==> src/rtl/ffha_stats.sv <==
// Statistics accumulator: one table entry per beat; sums, saturating counts and the largest free size.
module ffha_stats (
    input  logic        i_clk,
    input  logic        i_rst_n,
    input  logic        i_clear,
    input  logic        i_add,
    input  logic        i_used,
    input  logic [24:0] i_size,
    output logic [24:0] o_free_sum,
    output logic [24:0] o_used_sum,
    output logic [6:0]  o_free_count,
    output logic [6:0]  o_used_count,
    output logic [24:0] o_largest
);
    logic [24:0] r_fb, r_ub, r_big;
    logic [6:0]  r_fc, r_uc;

    always_ff @(posedge i_clk) begin
        if (!i_rst_n || i_clear) begin
            r_fb  <= '0;
            r_ub  <= '0;
            r_big <= '0;
            r_fc  <= '0;
            r_uc  <= '0;
        end else if (i_add) begin
            if (i_used) begin
                r_ub <= r_ub + i_size;
                if (r_uc != 7'd127) r_uc <= r_uc + 7'd1;
            end else begin
                r_fb <= r_fb + i_size;
                if (r_fc != 7'd127) r_fc <= r_fc + 7'd1;
                if (i_size > r_big) r_big <= i_size;
            end
        end
    end

    assign o_free_sum   = r_fb;
    assign o_used_sum   = r_ub;
    assign o_free_count = r_fc;
    assign o_used_count = r_uc;
    assign o_largest    = r_big;
endmodule

==> config.mk <==
export PLATFORM = sky130hd
export DESIGN_NAME = ffha_stats
export DESIGN_NICKNAME = d
export VERILOG_FILES = /design/src/rtl/ffha_stats.sv
export SDC_FILE = /design/constraint.sdc
export NUM_CORES = 1
export LEC_CHECK = 0
export BUFFER_PORTS_ARGS = -buffer_cell sky130_fd_sc_hd__buf_2
export CAP_MARGIN = 20
export CORE_ASPECT_RATIO = 1.2
export CORE_MARGIN = 1
export CORE_UTILIZATION = 30
export CTS_BUF_LIST = sky130_fd_sc_hd__clkbuf_8
export CTS_CLUSTER_SIZE = 40
export DETAILED_ROUTE_END_ITERATION = 12
export GPL_ROUTABILITY_DRIVEN = 0
export GPL_TIMING_DRIVEN = 0
export HOLD_SLACK_MARGIN = 0.06
export PLACE_DENSITY = 0.48
export SYNTH_ARGS = -nofsm -noshare
export SYNTH_HDL_FRONTEND = slang
export SYNTH_SLANG_ARGS = --single-unit
==> constraint.sdc <==
create_clock -name i_clk -period 3 [get_ports i_clk]
set_input_delay 0.3 -clock i_clk [delete_from_list [all_inputs] [get_ports i_clk]]
set_output_delay 0.3 -clock i_clk [all_outputs]
set_load 0.02 [all_outputs]
==> metrics.cfg, run 1 <==
[outcome]
outcome = finished, final reports clean

[sta]
finalWorstPathRequiredPeriod_ns = 2.83
slew_viol_final = 0
fin_skew_ns = 0.0127
hold_ws_ns = 0.232
rsz0062_at_grt = no
fin_tns_setup_ns = 0
hold_violations = 0
setup_viol = 0
fmax_mhz = 354
period_share_pct = 94.3
slew_headroom_pct = 40.6
tightest_slew_ns = 0.888

[yosys]
yosysTopAreaCell = dfxtp_1
ys_ff_latch = 89
netlist_area_um2 = 6150
synth_nets = 846
synth_edf_count = 0
yosysUniqueCellTypes = 70
async_flop_share_pct = 0
syn_area_per_cell_um2 = 8.32
yosys_warnings = 0
yosysTopAreaCellShare_pct = 29.0
synth.area.top_cells = dfxtp_1 29%, ha_1 15%, a21oi_1 6.1%, nand2_1 5.3%, mux2i_1 4.7%
synthFlopType = dfxtp_1
yosysSeqAreaShare_pct = 29.0
synthCells = 739

[grt]
overflow = 0
grt_pass1_vias = 5432
use_met3_pct = 3.99
grt-busiest-layer = met2
grt_max_degree = 16
met1_usage_pct = 23.3
grtUsageTotal_pct = 18.3
grt_pass1_wl_mm = 29.7
use_met2_pct = 30.4
antenna_found_initial = 0

[route]
vias_per_cell = 4.91
drtIter0Drc = 277
vias = 5591
drcViolationCount = 0
dr.pass1.iters = 4
post_drt_wl_per_cell_um = 16.4
detail-route-antenna-nets = 0
totalWireLength_mm = 18.7

[cells_and_area]
nNetsFinal = 975
regArea_um2 = 1780
num_antenna_cells = 0
area_delta_synth_final_pct = 18.6
drive_gt1_share_pct = 19.0
multi_input_area_um2 = 4110
design_area_um2 = 7290
instances_no_fill = 1138
fillers = 2166
fin_util_pct = 36.1

[cts]
clkTransAtPathRegs_ns = 0.10
htreeDepth = 3
clock-sinks = 89
clockBufferDepth = 2
cts_root_buffer = clkbuf_8
cts_tree = yes
cts-buffers-inserted = 9
clk_latency_ns = 0.39
cts_hold_buf = 0

[power]
p_leak_nw = 3.34
power_density_nw_per_um2 = 375
ir_worst_vdd_mv = 0.168

[die]
core_area_um2 = 20200
top_level_ports = 119
dieHeight_um = 159
initial_core_util_pct = 30.5
dieArea_um2 = 21100
dieWidth_um = 133
rows = 57

[placed_design]
port_buffers = 118
place_inst = 1122
dpl_cell_area_um2 = 7070
hpwl_mm = 14.7

[worst_setup_path]
cp.required_ns = 3.29
worst_setup_path_end_kind = flop
path_class = flop to flop
cp-start-kind = flop
cp_max_fo = 4
cp.arrival_ns = 3.12

[hold_path]
hold_path_class = primary input to flop

[job]
drv_cap = 0

## worst paths after layout
kind | to | start | cells after the start | slack [ns]
max | o_free_sum[18]$_SDFFE_PP0P_ | o_free_sum[0]$_SDFFE_PP0P_ | 11 | 0.17
min | o_largest[20]$_SDFFE_PP0P_ | i_size[20] | 3 | 0.23
max reg2reg | o_free_sum[18]$_SDFFE_PP0P_ | o_free_sum[0]$_SDFFE_PP0P_ | 11 | 0.17
min reg2reg | o_free_sum[16]$_SDFFE_PP0P_ | o_free_sum[16]$_SDFFE_PP0P_ | 2 | 0.48
## sequential cells by signal (all words and copies together) (netlist names)
name          flops
o_free_sum       25
o_largest        25
o_used_sum       25
o_free_count      7
o_used_count      7
## logic make-up (layout without fill, tap and decap cells)
| family | after synthesis | after routing | share of synthesized area, % |
|---|---|---|---|
| buffers and inverters | 62 | 196 | 4.19 |
| AO/OA/AOI/OAI | 193 | 193 | 21.1 |
| XOR/XNOR | 39 | 39 | 5.56 |
| multiplexers | 29 | 29 | 4.72 |
| AND/OR/NAND/NOR | 250 | 250 | 19.6 |
| flip-flops | 89 | 89 | 29.0 |
| adder cells (fa/ha/maj) | 77 | 77 | 15.9 |
## power by group
| part | leakage (nW) | total (W) | internal [W] | switching, W |
|---|---|---|---|---|
| logic | 2.51 | 0.000536 | 0.000201 | 0.000335 |
| clock network | 0.111 | 0.000968 | 0.000471 | 0.000497 |
| registers | 0.720 | 0.00123 | 0.00121 | 0.0000236 |
## critical path, stage by stage (launching register included)
cell and delay (ns):
dfxtp_1 0.34, ha_1 0.21, fa_1 0.42, a21oi_1 0.27, o21ai_2 0.13, a211oi_1 0.24, o21ba_1 0.21, nor2b_4 0.20
o21bai_2 0.10, a31oi_1 0.24, nor4_1 0.08, a211o_1 0.29
## synth_stat cells (all sizes together) (2+ instances only)
cell type / number
a211o: 4
a211oi: 11
a21boi: 2
a21o: 30
a21oi: 77
a22o: 2
a31o: 2
a31oi: 8
and2: 8
and3: 10
and4: 6
buf: 7
clkbuf: 16
dfxtp: 89
fa: 2
ha: 75
inv: 39
mux2i: 29
nand2: 87
nand2b: 6
nand3: 16
nand3b: 3
nand4: 16
nor2: 70
nor2b: 5
nor3: 8
nor4: 5
o211ai: 3
o21a: 4
o21ai: 30
o21bai: 7
o311ai: 2
o31a: 2
or2: 2
or3: 4
or4: 2
xnor2: 23
xor2: 16
## per-stage QoR
stage	worst slack (ns)	power, W
floorplan	0.405	0.00162
global placement	-0.0135	0.00180
detailed placement	0.0151	0.00180
CTS	0.110	0.00278
global route	0.0211	0.00289
finish	0.172	0.00273
## per-layer routing
layer	part of all wire [%]	routed length, um
met4	1.5	286
met3	4.7	879
met5	0	0
met1	47	8780
met2	47	8760
## area by class of cell
class	count	share of cell area, %
timing repair buffer	118	8.10
inverter	39	2.01
clock inverter	7	1.29
multi-input combinational	588	56.4
tap	265	4.55
buffer	23	1.53
sequential	89	24.4
clock buffer	9	1.70
## cells in the final DEF, fill, tap and decap left out, drive strengths merged, types with 23 or more instances in the layout
master / instances
nand2: 87
dfxtp: 89
o21ai: 30
inv: 42
a21oi: 77
clkbuf: 25
nor2: 70
xnor2: 23
mux2i: 29
ha: 75
a21o: 30
buf: 125
## timing repair
action                                  in CTS  in global routing
hold endpoints to repair                     0                  0
buffers inserted                             0                  0
endpoints found under the setup margin       0                  1
resized for setup                            0                  1
(Power assumes the default switching activity.)
==> inputs of run 2 (changes only) <==
Settings changed: CELL_PAD_IN_SITES_DETAIL_PLACEMENT set to 1, CELL_PAD_IN_SITES_GLOBAL_PLACEMENT set to 1, PLACE_DENSITY 0.48 to 0.61.
Clock period 3 ns to 2.62 ns, I/O delays scaled along.
==> run 2 against run 1 <==
Net effect:
- clock-buffer cell count unchanged
- worst setup slack got worse by 0.11 ns
- first-iteration DRC count is 21% lower
- global-route usage up 1.2 points
- fmax up 11%
- sequential power increased by 15%
- combinational power up 19%
- hold slack worse by 0.038 ns
- sequential share of layout area is 0.30 points lower
- critical endpoint unchanged
==> metrics.cfg, run 2 (synthesis results as in run 1) <==
[outcome]
outcome = finished, final reports clean

[sta]
slew_headroom_pct = 48.6  ; +8.0 points
fmax_mhz = 391  ; +11%
period_share_pct = 97.5  ; +3.3 points
slew_viol_final = 0  ; unchanged
setup_viol = 0  ; unchanged
fin_skew_ns = 0.00928  ; -0.00345 ns
hold_violations = 0  ; unchanged
hold_ws_ns = 0.194  ; -0.0379 ns
finalWorstPathRequiredPeriod_ns = 2.56  ; -0.273 ns
tightest_slew_ns = 0.769  ; -0.120 ns
rsz0062_at_grt = yes

[placed_design]
port_buffers = 118  ; unchanged
dpl_cell_area_um2 = 7070  ; unchanged
hpwl_mm = 15.6  ; +6.5%
place_inst = 1122  ; unchanged

[die]
dieHeight_um = 159  ; unchanged
core_area_um2 = 20200  ; unchanged
dieArea_um2 = 21100  ; unchanged
top_level_ports = 119  ; unchanged
dieWidth_um = 133  ; unchanged
initial_core_util_pct = 30.5  ; unchanged
rows = 57  ; unchanged

[cts]
cts_hold_buf = 0  ; unchanged
cts-buffers-inserted = 9  ; unchanged
cts_root_buffer = clkbuf_8
clock-sinks = 89  ; unchanged
clk_latency_ns = 0.38  ; about the same
clockBufferDepth = 2  ; unchanged
htreeDepth = 3  ; unchanged
clkTransAtPathRegs_ns = 0.10  ; about the same
cts_tree = yes

[power]
p_clk_share_pct = 31.8  ; -3.6 points
switching_share_pct = 31.9  ; +0.63 points
power_density_nw_per_um2 = 407  ; +8.5%
intPower_w = 0.00205  ; +8.9%
ir_worst_vdd_mv = 0.212  ; +27%
power_frac_comb_pct = 21.3  ; +1.7 points
seqPwrFrac_pct = 46.9  ; +1.9 points
p_leak_nw = 3.35  ; +0.52%
switchingPower_w = 0.000959  ; +12%

[grt]
met1_usage_pct = 24.4  ; +1.1 points
use_met2_pct = 32.9  ; +2.6 points
grtUsageTotal_pct = 19.4  ; +1.2 points
grt_pass1_wl_mm = 31.8  ; +6.9%
grt_max_degree = 14  ; -2
antenna_found_initial = 0  ; unchanged
use_met3_pct = 3.61  ; -0.38 points
overflow = 0  ; unchanged
grt_pass1_vias = 5887  ; +8.4%
grt-busiest-layer = met2

[cells_and_area]
most-common-layout-cells = 118 x buf_2, 88 x dfxtp_1, 87 x nand2_1, 73 x ha_1, 72 x a21oi_1
instances_no_fill = 1144  ; +0.53%
final_common_cell = buf_2
drive_gt1_share_pct = 21.0  ; +2.0 points
regArea_um2 = 1780  ; about the same
area_delta_synth_final_pct = 20.2
num_antenna_cells = 0  ; unchanged
fillers = 2500  ; +15%
multi_input_area_um2 = 4190  ; +2.0%
nNetsFinal = 982  ; +0.72%
design_area_um2 = 7390  ; +1.3%

[worst_setup_path]
cp_max_fo = 4  ; unchanged
cp.required_ns = 2.89  ; -0.40 ns
cp-start-kind = flop
path_class = flop to flop
cp.arrival_ns = 2.83  ; -0.29 ns
worst_setup_path_end_kind = flop

[route]
totalWireLength_mm = 20.0  ; +7.1%
post_drt_wl_per_cell_um = 17.5  ; +6.5%
drtIter0Drc = 218  ; -21%
vias_per_cell = 5.08  ; +3.5%
dr.pass1.iters = 4  ; unchanged
vias = 5816  ; +4.0%
drcViolationCount = 0  ; unchanged
detail-route-antenna-nets = 0  ; unchanged

[hold_path]
hold_path_class = primary input to flop

[job]
drv_cap = 0  ; unchanged

## run 2: changes by cell type in the layout (fill, tap and decap cells not counted), sizes merged
cell and delta:
buf +7, bufinv -1
## run 2: worst max-delay path: stages (launching register included)
cell and delay, ns:
dfxtp_1 0.34, ha_2 0.19, fa_2 0.37, a21oi_4 0.20, o21ai_4 0.10, a211oi_2 0.21, o21ba_2 0.18, nor2b_4 0.19
o21bai_2 0.11, a31oi_2 0.20, nor4_1 0.07, a211o_1 0.29
## run 2: cell type report
type	count	area share, %
multi-input combinational	588	56.8
sequential	89	24.1
timing repair buffer	125	8.71
tap	265	4.49
inverter	39	1.98
clock buffer	9	1.68
buffer	23	1.51
clock inverter	6	0.728
## run 2: worst paths after layout
path / cells past startpoint / endpoint / slack (ns) / startpoint
min: 3 / o_largest[20]$_SDFFE_PP0P_ / 0.19 / i_size[20]
max reg2reg: 11 / o_free_sum[18]$_SDFFE_PP0P_ / 0.06 / o_free_sum[0]$_SDFFE_PP0P_
max: 11 / o_free_sum[18]$_SDFFE_PP0P_ / 0.06 / o_free_sum[0]$_SDFFE_PP0P_
min reg2reg: 2 / o_free_sum[3]$_SDFFE_PP0P_ / 0.48 / o_free_sum[3]$_SDFFE_PP0P_
## run 2: power by group through the flow
| stage | sequential, W | combinational (W) | clock, W |
|---|---|---|---|
| 6_report | 0.00141 | 0.000639 | 0.000957 |
| 3_3_place_gp | 0.00144 | 0.000620 | 0 |
| 3_5_place_dp | 0.00144 | 0.000625 | 0 |
| 2_1_floorplan | 0.00147 | 0.000384 | 0 |
| 5_1_grt | 0.00141 | 0.000714 | 0.00104 |
| 4_1_cts | 0.00141 | 0.000637 | 0.000997 |
## run 2: layer usage
layer | part of all wire (%) | routed length [um]
met1 | 46 | 9170
met2 | 48 | 9550
met3 | 4.4 | 888
met4 | 2.1 | 421
met5 | 0 | 0
## run 2: metrics by stage
stage	worst slack, ns	utilization (%)	TNS (ns)	power, W
after floorplan	0.0255	-	0	0.00185
after CTS	0.0246	36.2	0	0.00304
after global routing	-0.0128	36.6	-0.0303	0.00317
after detailed placement	-0.359	35.0	-4.47	0.00207
after global placement	-0.377	35.0	-3.78	0.00206
final	0.0650	36.6	0	0.00301
## run 2: repair_timing
action	in CTS	in global routing
gates resized for setup	8	14
gates cloned	0	0
pin swaps	4	14
setup buffers	5	2
setup endpoints to repair	30	11
hold endpoints to repair	0	0
